**src/rtl/core/cese_pkg.sv**
```systemverilog
package cese_pkg;

   localparam int CACHE_FRAMES_DEFAULT = 16;

   // event kinds
   localparam logic [2:0] EV_START = 3'd0;
   localparam logic [2:0] EV_FETCH = 3'd1;
   localparam logic [2:0] EV_STOP  = 3'd2;
   localparam logic [2:0] EV_CTRL  = 3'd3;
   localparam logic [2:0] EV_TICK  = 3'd4;

   // capture phase
   localparam logic [1:0] PH_IDLE     = 2'd0;
   localparam logic [1:0] PH_EXPOSING = 2'd1;
   localparam logic [1:0] PH_READING  = 2'd2;

   // run mode
   localparam logic [1:0] RM_SINGLE = 2'd0;
   localparam logic [1:0] RM_LIVE   = 2'd1;
   localparam logic [1:0] RM_BURST  = 2'd2;

   // start / fetch answer
   localparam logic [1:0] ST_OK   = 2'd0;
   localparam logic [1:0] ST_BUSY = 2'd1;
   localparam logic [1:0] ST_FAIL = 2'd2;

   typedef struct packed {
      logic [2:0]  mode;
      logic [7:0]  frame_count;
      logic [31:0] shutter_us;
      logic [7:0]  cached_frames;
      logic        memory_ready;
      logic        frame_stored;
      logic        send_done;
      logic        frame_fault;
   } cese_req_type;

   typedef struct packed {
      logic [1:0] capture_state;
      logic [1:0] capture_mode;
      logic [1:0] status;
      logic       begin_exposure;
      logic       end_exposure;
      logic       send_trigger;
      logic       sending;
      logic       paused_full;
      logic       state_changed;
   } cese_rsp_type;

   typedef struct packed {
      logic [1:0]  phase;
      logic [1:0]  run_mode;
      logic [31:0] exposure_length;
      logic [31:0] exposure_left;
      logic        timer_running;
      logic [7:0]  burst_left;
      logic [7:0]  fetch_left;
      logic        send_busy;
      logic        full_wait;
   } cese_state_type;

endpackage

```
**src/rtl/core/cese_if.sv**
```systemverilog
interface cese_req_if;
   logic                      valid;
   logic                      ready;
   cese_pkg::cese_req_type    payload;

   modport source (output valid, output payload, input ready);
   modport sink (input valid, input payload, output ready);
endinterface

interface cese_rsp_if;
   logic                      valid;
   logic                      ready;
   cese_pkg::cese_rsp_type    payload;

   modport source (output valid, output payload, input ready);
   modport sink (input valid, input payload, output ready);
endinterface

```
**src/rtl/core/cese_step.sv**
```systemverilog
module cese_step #(
   parameter int CACHE_FRAMES = cese_pkg::CACHE_FRAMES_DEFAULT
) (
   input  cese_pkg::cese_state_type cur,
   input  cese_pkg::cese_req_type   ev,
   output cese_pkg::cese_state_type nxt,
   output cese_pkg::cese_rsp_type   rsp
);

   localparam logic [8:0] CacheLimit = 9'(CACHE_FRAMES);

   logic       cache_full;
   logic       start_overflow;

   assign cache_full     = {1'b0, ev.cached_frames} >= CacheLimit;
   assign start_overflow = ({1'b0, ev.cached_frames} + {1'b0, ev.frame_count}) > CacheLimit;

   always_comb begin
      cese_pkg::cese_state_type s;
      logic [1:0] status;
      logic       p_begin;
      logic       p_end;
      logic       p_trig;
      logic       p_chg;
      logic       fw_done;
      logic       sd_done;

      s       = cur;
      status  = cese_pkg::ST_OK;
      p_begin = 1'b0;
      p_end   = 1'b0;
      p_trig  = 1'b0;
      p_chg   = 1'b0;
      fw_done = 1'b0;
      sd_done = 1'b0;

      case (ev.mode)
         cese_pkg::EV_START: begin
            if (s.phase != cese_pkg::PH_IDLE) begin
               status = cese_pkg::ST_BUSY;
            end else if (ev.frame_count != 8'd0 && start_overflow) begin
               status = cese_pkg::ST_FAIL;
            end else begin
               s.run_mode = (ev.frame_count == 8'd0) ? cese_pkg::RM_LIVE :
                            (ev.frame_count == 8'd1) ? cese_pkg::RM_SINGLE :
                                                       cese_pkg::RM_BURST;
               s.exposure_length = ev.shutter_us;
               s.burst_left      = ev.frame_count;
               s.full_wait       = 1'b0;
               if (ev.memory_ready) begin
                  s.exposure_left = s.exposure_length;
                  s.timer_running = 1'b1;
                  s.phase         = cese_pkg::PH_EXPOSING;
                  p_begin         = 1'b1;
                  p_chg           = 1'b1;
               end else begin
                  status       = cese_pkg::ST_BUSY;
                  s.run_mode   = cese_pkg::RM_SINGLE;
                  s.burst_left = 8'd0;
               end
            end
         end
         cese_pkg::EV_FETCH: begin
            if (s.fetch_left != 8'd0) begin
               status = cese_pkg::ST_BUSY;
            end else if (ev.frame_count == 8'd0 || ev.cached_frames < ev.frame_count) begin
               status = cese_pkg::ST_FAIL;
            end else begin
               s.fetch_left = ev.frame_count;
               s.send_busy  = 1'b1;
               p_trig       = 1'b1;
            end
         end
         cese_pkg::EV_STOP: begin
            p_end           = 1'b1;
            s.timer_running = 1'b0;
            s.fetch_left    = 8'd0;
            s.burst_left    = 8'd0;
            s.send_busy     = 1'b0;
            s.full_wait     = 1'b0;
            s.phase         = cese_pkg::PH_IDLE;
            p_chg           = 1'b1;
         end
         cese_pkg::EV_CTRL: begin
            // frame written
            if (ev.frame_stored) begin
               if (s.run_mode == cese_pkg::RM_SINGLE) begin
                  s.phase = cese_pkg::PH_IDLE;
                  p_chg   = 1'b1;
                  fw_done = 1'b1;
               end else if (s.burst_left != 8'd0) begin
                  s.burst_left = s.burst_left - 8'd1;
                  if (s.burst_left == 8'd0) begin
                     s.full_wait = 1'b0;
                     s.phase     = cese_pkg::PH_IDLE;
                     p_chg       = 1'b1;
                     fw_done     = 1'b1;
                  end
               end
               if (!fw_done) begin
                  if (cache_full) begin
                     s.full_wait = 1'b1;
                  end else begin
                     s.full_wait = 1'b0;
                     if (ev.memory_ready) begin
                        s.exposure_left = s.exposure_length;
                        s.timer_running = 1'b1;
                        s.phase         = cese_pkg::PH_EXPOSING;
                        p_begin         = 1'b1;
                        p_chg           = 1'b1;
                     end
                  end
               end
            end
            // send done
            if (ev.send_done) begin
               if (s.fetch_left != 8'd0) begin
                  s.fetch_left = s.fetch_left - 8'd1;
                  if (s.fetch_left != 8'd0) begin
                     p_trig  = 1'b1;
                     sd_done = 1'b1;
                  end
               end
               if (!sd_done) begin
                  if (s.full_wait && !cache_full) begin
                     s.full_wait = 1'b0;
                     if (ev.memory_ready) begin
                        s.exposure_left = s.exposure_length;
                        s.timer_running = 1'b1;
                        s.phase         = cese_pkg::PH_EXPOSING;
                        p_begin         = 1'b1;
                        p_chg           = 1'b1;
                     end
                  end
                  s.send_busy = 1'b0;
               end
            end
            // frame fault aborts everything
            if (ev.frame_fault) begin
               p_end           = 1'b1;
               s.timer_running = 1'b0;
               s.fetch_left    = 8'd0;
               s.burst_left    = 8'd0;
               s.send_busy     = 1'b0;
               s.full_wait     = 1'b0;
               s.phase         = cese_pkg::PH_IDLE;
               p_chg           = 1'b1;
            end
         end
         cese_pkg::EV_TICK: begin
            if (s.timer_running) begin
               if (s.exposure_left <= 32'd1) begin
                  s.exposure_left = 32'd0;
                  s.timer_running = 1'b0;
                  p_end           = 1'b1;
                  s.phase         = cese_pkg::PH_READING;
                  p_chg           = 1'b1;
               end else begin
                  s.exposure_left = s.exposure_left - 32'd1;
               end
            end
         end
         default: begin
         end
      endcase

      nxt                = s;
      rsp.capture_state  = s.phase;
      rsp.capture_mode   = s.run_mode;
      rsp.status         = status;
      rsp.begin_exposure = p_begin;
      rsp.end_exposure   = p_end;
      rsp.send_trigger   = p_trig;
      rsp.sending        = s.send_busy;
      rsp.paused_full    = s.full_wait;
      rsp.state_changed  = p_chg;
   end

endmodule

```
**src/rtl/core/capture_exposure_sequencer_unit.sv**
```systemverilog
// A beat accepted on req_chan passes through the input register, then the
// result register, before it shows on rsp_chan.
// Throughput: one event per cycle while rsp_chan takes beats every cycle.
// Reset (synchronous, active high): phase idle, mode single, all counters,
// timer and flags cleared, both pipeline registers empty.
module capture_exposure_sequencer_unit #(
   parameter int CACHE_FRAMES = cese_pkg::CACHE_FRAMES_DEFAULT
) (
   input logic         clock,
   input logic         reset,
   cese_req_if.sink    req_chan,
   cese_rsp_if.source  rsp_chan
);

   // input register
   logic                     in_valid_ff;
   logic                     in_valid_in;
   cese_pkg::cese_req_type   in_data_ff;

   // sequencer state, updated once per event as it leaves the input register
   cese_pkg::cese_state_type state_ff;
   cese_pkg::cese_state_type state_in;

   // result register
   logic                     out_valid_ff;
   logic                     out_valid_in;
   cese_pkg::cese_rsp_type   out_data_ff;
   cese_pkg::cese_rsp_type   out_data_in;

   logic                     advance;
   logic                     req_take;

   // An event moves on when the result register is empty or drains this cycle;
   // the input register refills in the same cycle, so back-to-back beats flow.
   assign advance  = in_valid_ff && (!out_valid_ff || rsp_chan.ready);
   assign req_take = req_chan.valid && req_chan.ready;

   assign req_chan.ready = !in_valid_ff || advance;

   assign in_valid_in  = req_take ? 1'b1 : (advance ? 1'b0 : in_valid_ff);
   assign out_valid_in = advance ? 1'b1 : (rsp_chan.ready ? 1'b0 : out_valid_ff);

   cese_step #(
      .CACHE_FRAMES (CACHE_FRAMES)
   ) u_step (
      .cur (state_ff),
      .ev  (in_data_ff),
      .nxt (state_in),
      .rsp (out_data_in)
   );

   always_ff @(posedge clock) begin
      if (reset) begin
         in_valid_ff  <= 1'b0;
         out_valid_ff <= 1'b0;
         state_ff     <= '{phase:           cese_pkg::PH_IDLE,
                           run_mode:        cese_pkg::RM_SINGLE,
                           exposure_length: 32'd0,
                           exposure_left:   32'd0,
                           timer_running:   1'b0,
                           burst_left:      8'd0,
                           fetch_left:      8'd0,
                           send_busy:       1'b0,
                           full_wait:       1'b0};
      end else begin
         in_valid_ff  <= in_valid_in;
         out_valid_ff <= out_valid_in;
         if (advance) begin
            state_ff <= state_in;
         end
      end
   end

   // payload registers, no reset
   always_ff @(posedge clock) begin
      if (req_take) begin
         in_data_ff <= req_chan.payload;
      end
      if (advance) begin
         out_data_ff <= out_data_in;
      end
   end

   assign rsp_chan.valid   = out_valid_ff;
   assign rsp_chan.payload = out_data_ff;

endmodule
```
**src/flat_wrapper.sv**
```systemverilog
// flat-port wrapper written by rule: the top's interface ports become plain ports
module capture_exposure_sequencer_unit_flat 
#(
   parameter int CACHE_FRAMES = cese_pkg::CACHE_FRAMES_DEFAULT
)
  (clock, reset, req_chan_valid, req_chan_payload, req_chan_ready, rsp_chan_valid, rsp_chan_payload, rsp_chan_ready);
  cese_req_if req_chan_i ();
  cese_rsp_if rsp_chan_i ();
  input logic clock;
  input logic reset;
  input wire logic [$bits(req_chan_i.valid)-1:0] req_chan_valid;
  input wire logic [$bits(req_chan_i.payload)-1:0] req_chan_payload;
  output wire logic [$bits(req_chan_i.ready)-1:0] req_chan_ready;
  output wire logic [$bits(rsp_chan_i.valid)-1:0] rsp_chan_valid;
  output wire logic [$bits(rsp_chan_i.payload)-1:0] rsp_chan_payload;
  input wire logic [$bits(rsp_chan_i.ready)-1:0] rsp_chan_ready;
  assign req_chan_i.valid = req_chan_valid;
  assign req_chan_i.payload = req_chan_payload;
  assign req_chan_ready = req_chan_i.ready;
  assign rsp_chan_valid = rsp_chan_i.valid;
  assign rsp_chan_payload = rsp_chan_i.payload;
  assign rsp_chan_i.ready = rsp_chan_ready;
  capture_exposure_sequencer_unit #(.CACHE_FRAMES(CACHE_FRAMES)) u_core (.clock(clock), .reset(reset), .req_chan(req_chan_i), .rsp_chan(rsp_chan_i));
endmodule
```
**config.mk**
```make
export PLATFORM = sky130hd
export DESIGN_NAME = capture_exposure_sequencer_unit_flat
export DESIGN_NICKNAME = d
export VERILOG_FILES = /design/src/rtl/core/cese_pkg.sv /design/src/rtl/core/cese_if.sv /design/src/rtl/core/cese_step.sv /design/src/rtl/core/capture_exposure_sequencer_unit.sv /design/src/flat_wrapper.sv
export SDC_FILE = /design/constraint.sdc
export NUM_CORES = 1
export LEC_CHECK = 0
export ABC_AREA = 1
export BUFFER_PORTS_ARGS = -buffer_cell sky130_fd_sc_hd__buf_2
export CORE_ASPECT_RATIO = 0.8
export CORE_MARGIN = 10
export CORE_UTILIZATION = 35
export CTS_CLUSTER_DIAMETER = 30
export DETAILED_ROUTE_END_ITERATION = 16
export REMOVE_ABC_BUFFERS = 1
export SETUP_SLACK_MARGIN = 0.5
export SYNTH_ARGS = -nofsm -noshare
export SYNTH_HDL_FRONTEND = slang
export SYNTH_SLANG_ARGS = --single-unit
export TNS_END_PERCENT = 5
```
**constraint.sdc**
```tcl
create_clock -name clock -period 2.9 [get_ports clock]
set_input_delay 0.29 -clock clock [delete_from_list [all_inputs] [get_ports clock]]
set_output_delay 0.29 -clock clock [all_outputs]
set_load 0.03 [all_outputs]
```
Word level (Yosys, flattened, before mapping)
Cells that the tools add are included.

operators by class
  $add $sub $neg = 4
  order comparisons = 4
  equality and inequality tests = 16
  mux-type cells = 106
  bitwise logic cells = 2
  reductions and logical operators = 30

operators with widths
  kind                                                                     number
  33-bit two-way mux                                                       9
  77-bit two-way mux                                                       2
  32-bit one-hot mux with 3 select lines                                   1
  1-bit two-way mux                                                        50
  2-bit two-way mux                                                        23
  41-bit two-way mux                                                       1
  34-bit two-way mux                                                       1
  32-bit by 1-bit <= comparator with 1-bit output, second input constant   1
  32-bit two-way mux                                                       1
  8-bit two-way mux                                                        4
  8-bit nonzero test                                                       4
  32-bit by 1-bit subtractor with 32-bit output, second input constant     1
  9-bit one-hot mux with 3 select lines                                    1
  8-bit one-hot mux with 3 select lines                                    1
  19-bit two-way mux                                                       1
  9-bit two-way mux                                                        2
  8-bit zero test                                                          2
  8-bit by 1-bit subtractor with 8-bit output, second input constant       2
  6-bit AND reduction                                                      2
  10-bit two-way mux                                                       1
  8-bit by 8-bit adder with 9-bit output                                   1
  9-bit by 5-bit > comparator with 1-bit output, second input constant     1
  3-bit by 2-bit inequality test with 1-bit output, second input constant  3
  3-bit nonzero test                                                       3
  other kinds (25)                                                         44

word-level totals
  register bits = 156
  output and inout bits = 14
  word-level logic and storage cells = 190

Logic depth before layout (Yosys ltp)
Gate-level depths: netlist of run 1.

  depth after elaboration = 16
  depth in mapped cells = 22
  mapped depth without buffers = 22

Modules after synthesis
A second synthesis of run 1 with hierarchy kept.

second synthesis, totals
  cells, all modules = 1727
  area total of the unflattened synthesis = 11273.3 µm²

modules (own cells, without submodules)
  module                           instances  cells each  area each (µm²)  seq. area each (µm²)
  capture_exposure_sequencer_unit  1          650         5987.0           3793.6
  cese_step                        1          1077        5286.3           0.0

Worst setup path after synthesis of run 1
OpenSTA, ideal clock, no wires.

  kind = register to register
  start = register u_core.in_data_ff[44] (netlist bit)
  end = register u_core.state_ff[54] (netlist bit)
  library setup time = 116 ps
  data arrival time = 2272 ps
  required time = 2784 ps
  setup slack = 512 ps
  cell stages (with the launch flop) = 21
  buffers on the path = 1
  path through = edfxtp_1 -> ha_1 -> inv_1 -> fa_1 -> inv_1 -> nand3_1 -> nand2_1 -> nand2_1 -> nand2_1 -> inv_1 -> nand2_1 -> nand2_1 -> inv_2 -> nand2_2 -> nand2_4 -> nand2_4 -> nor2_4 -> nand2_4 -> buf_6 -> o21ai_1 -> a21oi_1

between the ends
  word-level cells in the longest chain between the ends = 5
  elaborated cells on any way between the ends = 6
  those cells by class = add/sub: 1; order compare: 1; bitwise: 1; reduce/logical: 3

RTL lines
  item                                           line                                   RTL
  from (decl)                                    capture_exposure_sequencer_unit.sv:18  cese_pkg::cese_req_type in_data_ff;
  from (signal assigned)                         capture_exposure_sequencer_unit.sv:77  in_data_ff <= req_chan.payload;
  8-bit by 8-bit adder with 9-bit output         cese_step.sv:16                        assign start_overflow = ({1'b0, ev.cached_frames} + {1'b0, ev.frame_count}) > CacheLimit;
  9-bit by 5-bit > comparator with 1-bit output  cese_step.sv:16
  1-bit logical AND *                            cese_step.sv:41                        end else if (ev.frame_count != 8'd0 && start_overflow) begin
  1-bit inverter (no source line) *              --
  4-bit AND reduction (no source line) *         --
  to (signal assigned)                           capture_exposure_sequencer_unit.sv:56  state_ff <= '{phase: cese_pkg::PH_IDLE,
  to (signal assigned)                           capture_exposure_sequencer_unit.sv:69  state_ff <= state_in;
  to (decl)                                      capture_exposure_sequencer_unit.sv:21  cese_pkg::cese_state_type state_ff;

Mark *: on every way between the ends. The rest lies on a longest branch, timed or not.
A chain may end at the register's enable or synchronous reset.

Final worst setup path of run 1
  start = register u_core.in_data_ff[44] (netlist bit)
  end = register u_core.state_ff[45] (netlist bit)

between the ends
  word-level cells in the longest chain between the ends = 5
  elaborated cells on any way between the ends = 6
  those cells by class = add/sub: 1; order compare: 1; eq/ne: 1; reduce/logical: 3

RTL lines
  item                                           line
  8-bit by 8-bit adder with 9-bit output         cese_step.sv:16
  9-bit by 5-bit > comparator with 1-bit output  cese_step.sv:16
  1-bit logical AND *                            cese_step.sv:41
  2-bit inequality test (no source line) *       --
  6-bit AND reduction (no source line) *         --

Marked as above.

==> results.sh, run 1 <==
export IMPL_antenna_found_initial=0
export IMPL_startpoint_type="register"
export IMPL_routedWlPerCell_um=15.5
export IMPL_muxShareOfSynthArea=0
export IMPL_synth_simple_area_share=0.288
export IMPL_cp_data_required_time_ns=3.25
export IMPL_yosys_register_bits=156
export IMPL_synth_distinct_cells=43
export IMPL_initial_core_util=0.354
export IMPL_path_buf_inv=4
export IMPL_holdBufCountCts=0
export IMPL_synth_area_sq_um=9280
export IMPL_syn2layout_area_growth_pct=17.7
export IMPL_grt_total_usage=0.156
export IMPL_clk_insertion_delay_late_ns=0.43
export IMPL_ys_seq_area_frac=0.409
export IMPL_p_int_w=0.00397
export IMPL_synth_top_family_by_area="simple AND/OR/NAND/NOR gates"
export IMPL_period_needed_ns=2.58
export IMPL_final_nets=1422
export IMPL_critPathTopFamily="adder cells"
export IMPL_postSynthAreaPerCell_sq_um=7.34
export IMPL_setup_slack_ns=0.321
export IMPL_drv_slew=0
export IMPL_finalHoldViolCount=0
export IMPL_crit_path_max_fanout=8
export IMPL_postRouteAntennaNets=0
export IMPL_power_density_nw_per_um2=510
export IMPL_cts_max_level=4
export IMPL_min_period_over_period=0.889
export IMPL_cts_sinks=156
export IMPL_gp_congestion=0.942
export IMPL_synth_compound_area_frac=0.152
export IMPL_cts_buffer_depth=2
export IMPL_fmax_mhz=388
export IMPL_peakVddDrop_mv=0.334
export IMPL_clock_skew_ns=0.0140
export IMPL_cts_tree="yes"
export IMPL_worstMarginPinSlew_ns=0.743
export IMPL_coreArea_sq_um=26200
export IMPL_rows=53
export IMPL_ys_flop_type="dfxtp_1"
export IMPL_arrival_ns=2.93
export IMPL_p_clk_frac=0.419
export IMPL_vias_per_cell=5.00
export IMPL_drc=0
export IMPL_rsz0062_at_grt="yes"
export IMPL_total_power_w=0.00557
export IMPL_p_leak_nw=4.77
export IMPL_grt_overflow=0
export IMPL_fillers=2676
export IMPL_num_io_pins=73
export IMPL_synth_xor_area_share=0.0132
export IMPL_die_w_um=202
export IMPL_die_h_um=166
export IMPL_numCtsBuffers=17
export IMPL_status="finished clean"
export IMPL_dieArea_sq_um=33500
export IMPL_n_antenna_cell=0
export IMPL_dr_pass1_iters=5
export IMPL_hold_class="in -> reg"
export IMPL_slew_limit_headroom=0.505
export IMPL_grt_pass1_vias=8171
export IMPL_post_dp_hpwl_mm=17.9
export IMPL_finalSetupViolCount=0
export IMPL_routed_wl_mm=26.6
export IMPL_p_sw_w=0.00160
export IMPL_first_iter_violations=776
export IMPL_crit_type="reg -> reg"
export IMPL_rrSetupSlack_ns=0.32
export IMPL_synth_cells=1264
export IMPL_grt_max_degree=46
export IMPL_cts_clk_slew_worst_paths_ns=0.07
export IMPL_maxCapViolCount=0
export IMPL_grt_pass1_wl_mm=43.0
export IMPL_crit_slowest_cell="fa_2"
export IMPL_crit_path_end_kind="register"
export IMPL_p_seq_frac=0.439
export IMPL_io_buffers=72
export IMPL_synth_fa_ha_area_frac=0.0318
export IMPL_final_layout_size_suffix_gt1_frac=0.178
export IMPL_cts_root_buffer="clkbuf_16"
export IMPL_synth_edf_count=67
export IMPL_crit_chain="ha_2 -> inv_2 -> fa_2 -> nand2_2 -> a21oi_2 -> nand3_1 -> nand2_1 -> nand2_2 -> inv_2 -> nand2_4 -> nand3_4 -> nand3_4 -> buf_12 -> buf_16 -> a21oi_2 -> nand2_1 -> a21oi_1"
export IMPL_vias=8548
export IMPL_slowest_delay_ns=0.53
export IMPL_ys_warn_count=0
export IMPL_async_flop_share=0
export IMPL_combinationalPowerShare=0.142
export IMPL_netSwitchingFraction=0.288
export IMPL_dp_slack_ns=0.241
## logic make-up after synthesis
group | Yosys count
compound gates | 251
xor+xnor | 14
fa+ha+maj | 23
buf+inv | 226
flops | 156
simple gates | 594
## sequential cells by signal, indices dropped and copies added, names as in the netlist
register                 count
u_core.rsp_chan.payload     12
u_core.in_valid_ff           1
u_core.state_ff             87
u_core.rsp_chan.valid        1
u_core.in_data_ff           55
## synth_stat cells, types with 2 or more instances
| library cell | n | area, sq um |
|---|---|---|
| a21oi_1 | 107 | 536 |
| a21oi_2 | 30 | 263 |
| a31oi_1 | 3 | 18.8 |
| buf_1 | 3 | 11.3 |
| buf_2 | 16 | 80.1 |
| buf_6 | 15 | 169 |
| clkbuf_1 | 14 | 52.6 |
| dfxtp_1 | 89 | 1780 |
| edfxtp_1 | 67 | 2010 |
| ha_1 | 22 | 275 |
| inv_1 | 158 | 593 |
| inv_2 | 18 | 67.6 |
| nand2_1 | 279 | 1050 |
| nand2_2 | 4 | 25.0 |
| nand2_4 | 4 | 45.0 |
| nand3_1 | 145 | 726 |
| nand3_2 | 4 | 40.0 |
| nand3_4 | 2 | 35.0 |
| nand4_1 | 12 | 75.1 |
| nor2_1 | 105 | 394 |
| nor2_2 | 10 | 62.6 |
| nor2_4 | 5 | 56.3 |
| nor3_1 | 16 | 80.1 |
| nor4_1 | 2 | 12.5 |
| o21a_1 | 8 | 60.1 |
| o21ai_0 | 42 | 210 |
| o21ai_1 | 54 | 270 |
| o22ai_1 | 2 | 12.5 |
| o31ai_1 | 2 | 15.0 |
| xor2_1 | 13 | 114 |
## cells in the final DEF (no fill, tap or decap), drive strengths merged, types with 2 or more instances in the layout
cell,synthesis,layout
nand2,287,287
inv,176,185
nand3,151,151
a21oi,137,137
nor2,120,120
buf,35,105
o21ai,97,97
dfxtp,89,89
edfxtp,67,67
ha,22,22
clkbuf,14,19
nor3,18,18
xor2,13,13
nand4,13,13
o21a,8,8
a31oi,3,3
nor4,3,3
o22ai,2,2
o31ai,2,2
clkinvlp,0,2
clkinv,1,2
## power groups by stage
stage	sequential, W	clock, W	combinational [W]
floorplan	0.00249	0	0.000483
global placement	0.00249	0	0.000727
detailed placement	0.00249	0	0.000736
CTS	0.00244	0.00238	0.000774
global route	0.00245	0.00248	0.000883
finish	0.00244	0.00233	0.000792
## layout make-up
class                           instances  area, sq um  area share
Clock inverter                         13          140      0.0128
Multi-Input combinational cell        882         4590       0.420
Sequential cell                       156         3790       0.347
Timing Repair Buffer                  106          816      0.0747
Inverter                              177          664      0.0608
Clock buffer                           19          475      0.0435
Tap cell                              357          447      0.0409
## final timing paths
kind	startpoint	to	cells past startpoint
max reg2reg	u_core.in_data_ff[44]	u_core.state_ff[45]	17
min reg2reg	u_core.state_ff[75]	u_core.state_ff[75]	2
min	req_chan_payload[51]	u_core.in_data_ff[51]	1
max	u_core.in_data_ff[44]	u_core.state_ff[45]	17
## timing repair
item                       in CTS  in global routing
pin swaps                       7                  4
resized for setup              15                 10
gates cloned                    5                  0
setup endpoints to repair      84                 95
buffers inserted                5                  2
## per-stage QoR
step                      utilization  std cells  area, sq um  hold WS (ns)  TNS (ns)
after floorplan                     -       1215         8960         0.352    -18.09
after global placement          0.383       1666        10000         0.444         0
after detailed placement        0.383       1666        10000         0.446         0
after CTS                       0.415       1708        10900        0.0200         0
after global routing            0.417       1710        10900        0.0129         0
final                           0.417       1710        10900        0.0296         0
## worst reg2reg max path, delay by kind of cell, from the launching register on
| kind | cells | cell delay, ns |
|---|---|---|
| compound gates | 3 | 0.32 |
| simple gates | 8 | 0.63 |
| fa+ha+maj | 2 | 0.73 |
| flops | 1 | 0.37 |
| buf+inv | 4 | 0.45 |
## layer usage
layer	wire, um	GRT usage
met1	13200	0.220
met2	11700	0.242
met3	1340	0.0281
met4	271	0.0317
met5	0	0
Power figures use the tool's default switching activity.
==> run 2, diff against run 1 <==
--- a/config.mk
+++ b/config.mk
@@ -7,11 +7,12 @@
 export LEC_CHECK = 0
 export ABC_AREA = 1
 export BUFFER_PORTS_ARGS = -buffer_cell sky130_fd_sc_hd__buf_2
-export CORE_ASPECT_RATIO = 0.8
+export CORE_ASPECT_RATIO = 0.9
 export CORE_MARGIN = 10
 export CORE_UTILIZATION = 35
 export CTS_CLUSTER_DIAMETER = 30
 export DETAILED_ROUTE_END_ITERATION = 16
+export HOLD_SLACK_MARGIN = 0.03
 export REMOVE_ABC_BUFFERS = 1
 export SETUP_SLACK_MARGIN = 0.5
 export SYNTH_ARGS = -nofsm -noshare
==> run 2 against run 1 <==
Utilization increased by 2.0 points. Fmax down 0.60%. Via count rose by 3.4%. Die area about the same. Non-clock buffer count grew 48.
==> results.sh, run 2 (synthesized netlist as in run 1, its figures left out) <==
export IMPL_slew_limit_headroom=0.620
export IMPL_place_area_sq_um=9970
export IMPL_drv_slew=0
export IMPL_p_seq_frac=0.436
export IMPL_largest_reg_flops=87
export IMPL_rows=56
export IMPL_grt_overflow=0
export IMPL_initial_core_util=0.356
export IMPL_dr_pass1_iters=8
export IMPL_grt_pass1_wl_mm=44.8
export IMPL_final_cell_mix="nand2_1 (276), inv_1 (155), nand3_1 (144), a21oi_1 (104), nor2_1 (103)"
export IMPL_grt_max_degree=65
export IMPL_cts_sinks=156
export IMPL_total_power_w=0.00560
export IMPL_crit_type="reg -> reg"
export IMPL_status="finished clean"
export IMPL_use_met3=0.0298
export IMPL_crit_path_end_kind="register"
export IMPL_die_h_um=175
export IMPL_worstMarginPinSlew_ns=0.570
export IMPL_first_iter_violations=793
export IMPL_gr_usage_met2=0.253
export IMPL_final_nets=1470
export IMPL_cts_clk_slew_worst_paths_ns=0.06
export IMPL_syn2layout_area_growth_pct=22.7
export IMPL_arrival_ns=2.91
export IMPL_layoutNonFillerInstCount=1749
export IMPL_combinationalPowerShare=0.149
export IMPL_place_inst=1657
export IMPL_grt_pass1_vias=8423
export IMPL_io_buffers=72
export IMPL_p_int_w=0.00401
export IMPL_crit_path_max_fanout=8
export IMPL_clk_insertion_delay_late_ns=0.43
export IMPL_cp_data_required_time_ns=3.22
export IMPL_post_dp_hpwl_mm=17.3
export IMPL_num_io_pins=73
export IMPL_fin_area_sq_um=11400
export IMPL_regMostFlops="u_core.state_ff"
export IMPL_routed_wl_mm=27.5
export IMPL_vias=8840
export IMPL_dieArea_sq_um=33400
export IMPL_p_sw_w=0.00160
export IMPL_n_antenna_cell=0
export IMPL_grt_total_usage=0.165
export IMPL_netSwitchingFraction=0.285
export IMPL_cts_tree="yes"
export IMPL_p_leak_nw=4.95
export IMPL_cts_buffer_depth=2
export IMPL_gp_congestion=0.899
export IMPL_drc=0
export IMPL_min_period_over_period=0.895
export IMPL_fmax_mhz=385
export IMPL_rsz0062_at_grt="yes"
export IMPL_final_layout_size_suffix_gt1_frac=0.177
export IMPL_finalHoldViolCount=0
export IMPL_use_met1=0.230
export IMPL_hold_class="in -> reg"
export IMPL_clock_skew_ns=0.00786
export IMPL_startpoint_type="register"
export IMPL_p_clk_frac=0.415
export IMPL_vias_per_cell=5.05
export IMPL_coreArea_sq_um=26100
export IMPL_die_w_um=192
export IMPL_period_needed_ns=2.59
export IMPL_power_density_nw_per_um2=492
export IMPL_layout_commonest_cell="nand2_1"
export IMPL_antenna_found_initial=0
export IMPL_fillers=2652
export IMPL_numCtsBuffers=17
export IMPL_maxCapViolCount=0
export IMPL_cts_root_buffer="clkbuf_16"
export IMPL_routedWlPerCell_um=15.7
export IMPL_cts_max_level=4
export IMPL_postRouteAntennaNets=0
export IMPL_finalSetupViolCount=0
export IMPL_peakVddDrop_mv=0.330
export IMPL_busiest_layer="met2"
## run 2: final timing paths
path | from | to | slack [ns] | depth (start not counted)
max | u_core.in_data_ff[4] | u_core.state_ff[77] | 0.31 | 17
min | req_chan_payload[0] | u_core.in_data_ff[0] | 0.04 | 1
max reg2reg | u_core.in_data_ff[4] | u_core.state_ff[77] | 0.31 | 17
min reg2reg | u_core.state_ff[80] | u_core.state_ff[80] | 0.45 | 2
## run 2: final cells by class
cell class,count,area (sq um),area share
well taps,348,435,0.0382
inverters,177,664,0.0583
clock inverters,12,121,0.0107
flip-flops and latches,156,3790,0.333
multi-input cells,882,4620,0.405
clock buffers,20,489,0.0429
repair buffers,154,1270,0.111
## run 2: routing by layer
layer / share of wire / wire length (um) / vias to the layer above
li1: - / - / 4417
met1: 0.48 / 13200 / 4100
met2: 0.44 / 12100 / 288
met4: 0.018 / 492 / 0
met3: 0.063 / 1740 / 35
met5: 0 / 0 / -
## run 2: through the flow
stage                     setup WS, ns  hold WS (ns)   util  setup TNS, ns
after global placement           0.313         0.441  0.383              0
final                            0.305        0.0442  0.437              0
after global routing             0.138        0.0317  0.437              0
after detailed placement         0.286         0.445  0.383              0
after CTS                        0.320        0.0315  0.433              0
after floorplan                 -0.721         0.352      -         -18.09
## run 2: critical path: stages, from the launching register on
cell	delay (ns)
edfxtp_1	0.35
ha_2	0.19
inv_2	0.04
fa_2	0.54
nand2_2	0.06
a21oi_2	0.10
nand3_1	0.08
nand2_1	0.08
nand2_1	0.06
inv_2	0.06
nand2_4	0.06
nand2_4	0.08
nand2_4	0.07
nor2_4	0.16
nand2_8	0.15
buf_16	0.21
o21ai_2	0.14
a21oi_1	0.05
## run 2: what timing repair did
item | CTS | global route
gates cloned | 5 | 1
endpoints found under the hold margin | 46 | 0
resized for setup | 26 | 14
hold buffers | 46 | 0
pin swaps | 9 | 6
setup buffers | 5 | 3
setup endpoints to repair | 84 | 97
## run 2: power by group through the flow
stage	clock network [W]	registers (W)	logic, W
4_1_cts	0.00238	0.00244	0.000806
5_1_grt	0.00247	0.00245	0.000933
2_1_floorplan	0	0.00249	0.000483
6_report	0.00233	0.00244	0.000833
3_3_place_gp	0	0.00249	0.000729
3_5_place_dp	0	0.00249	0.000734
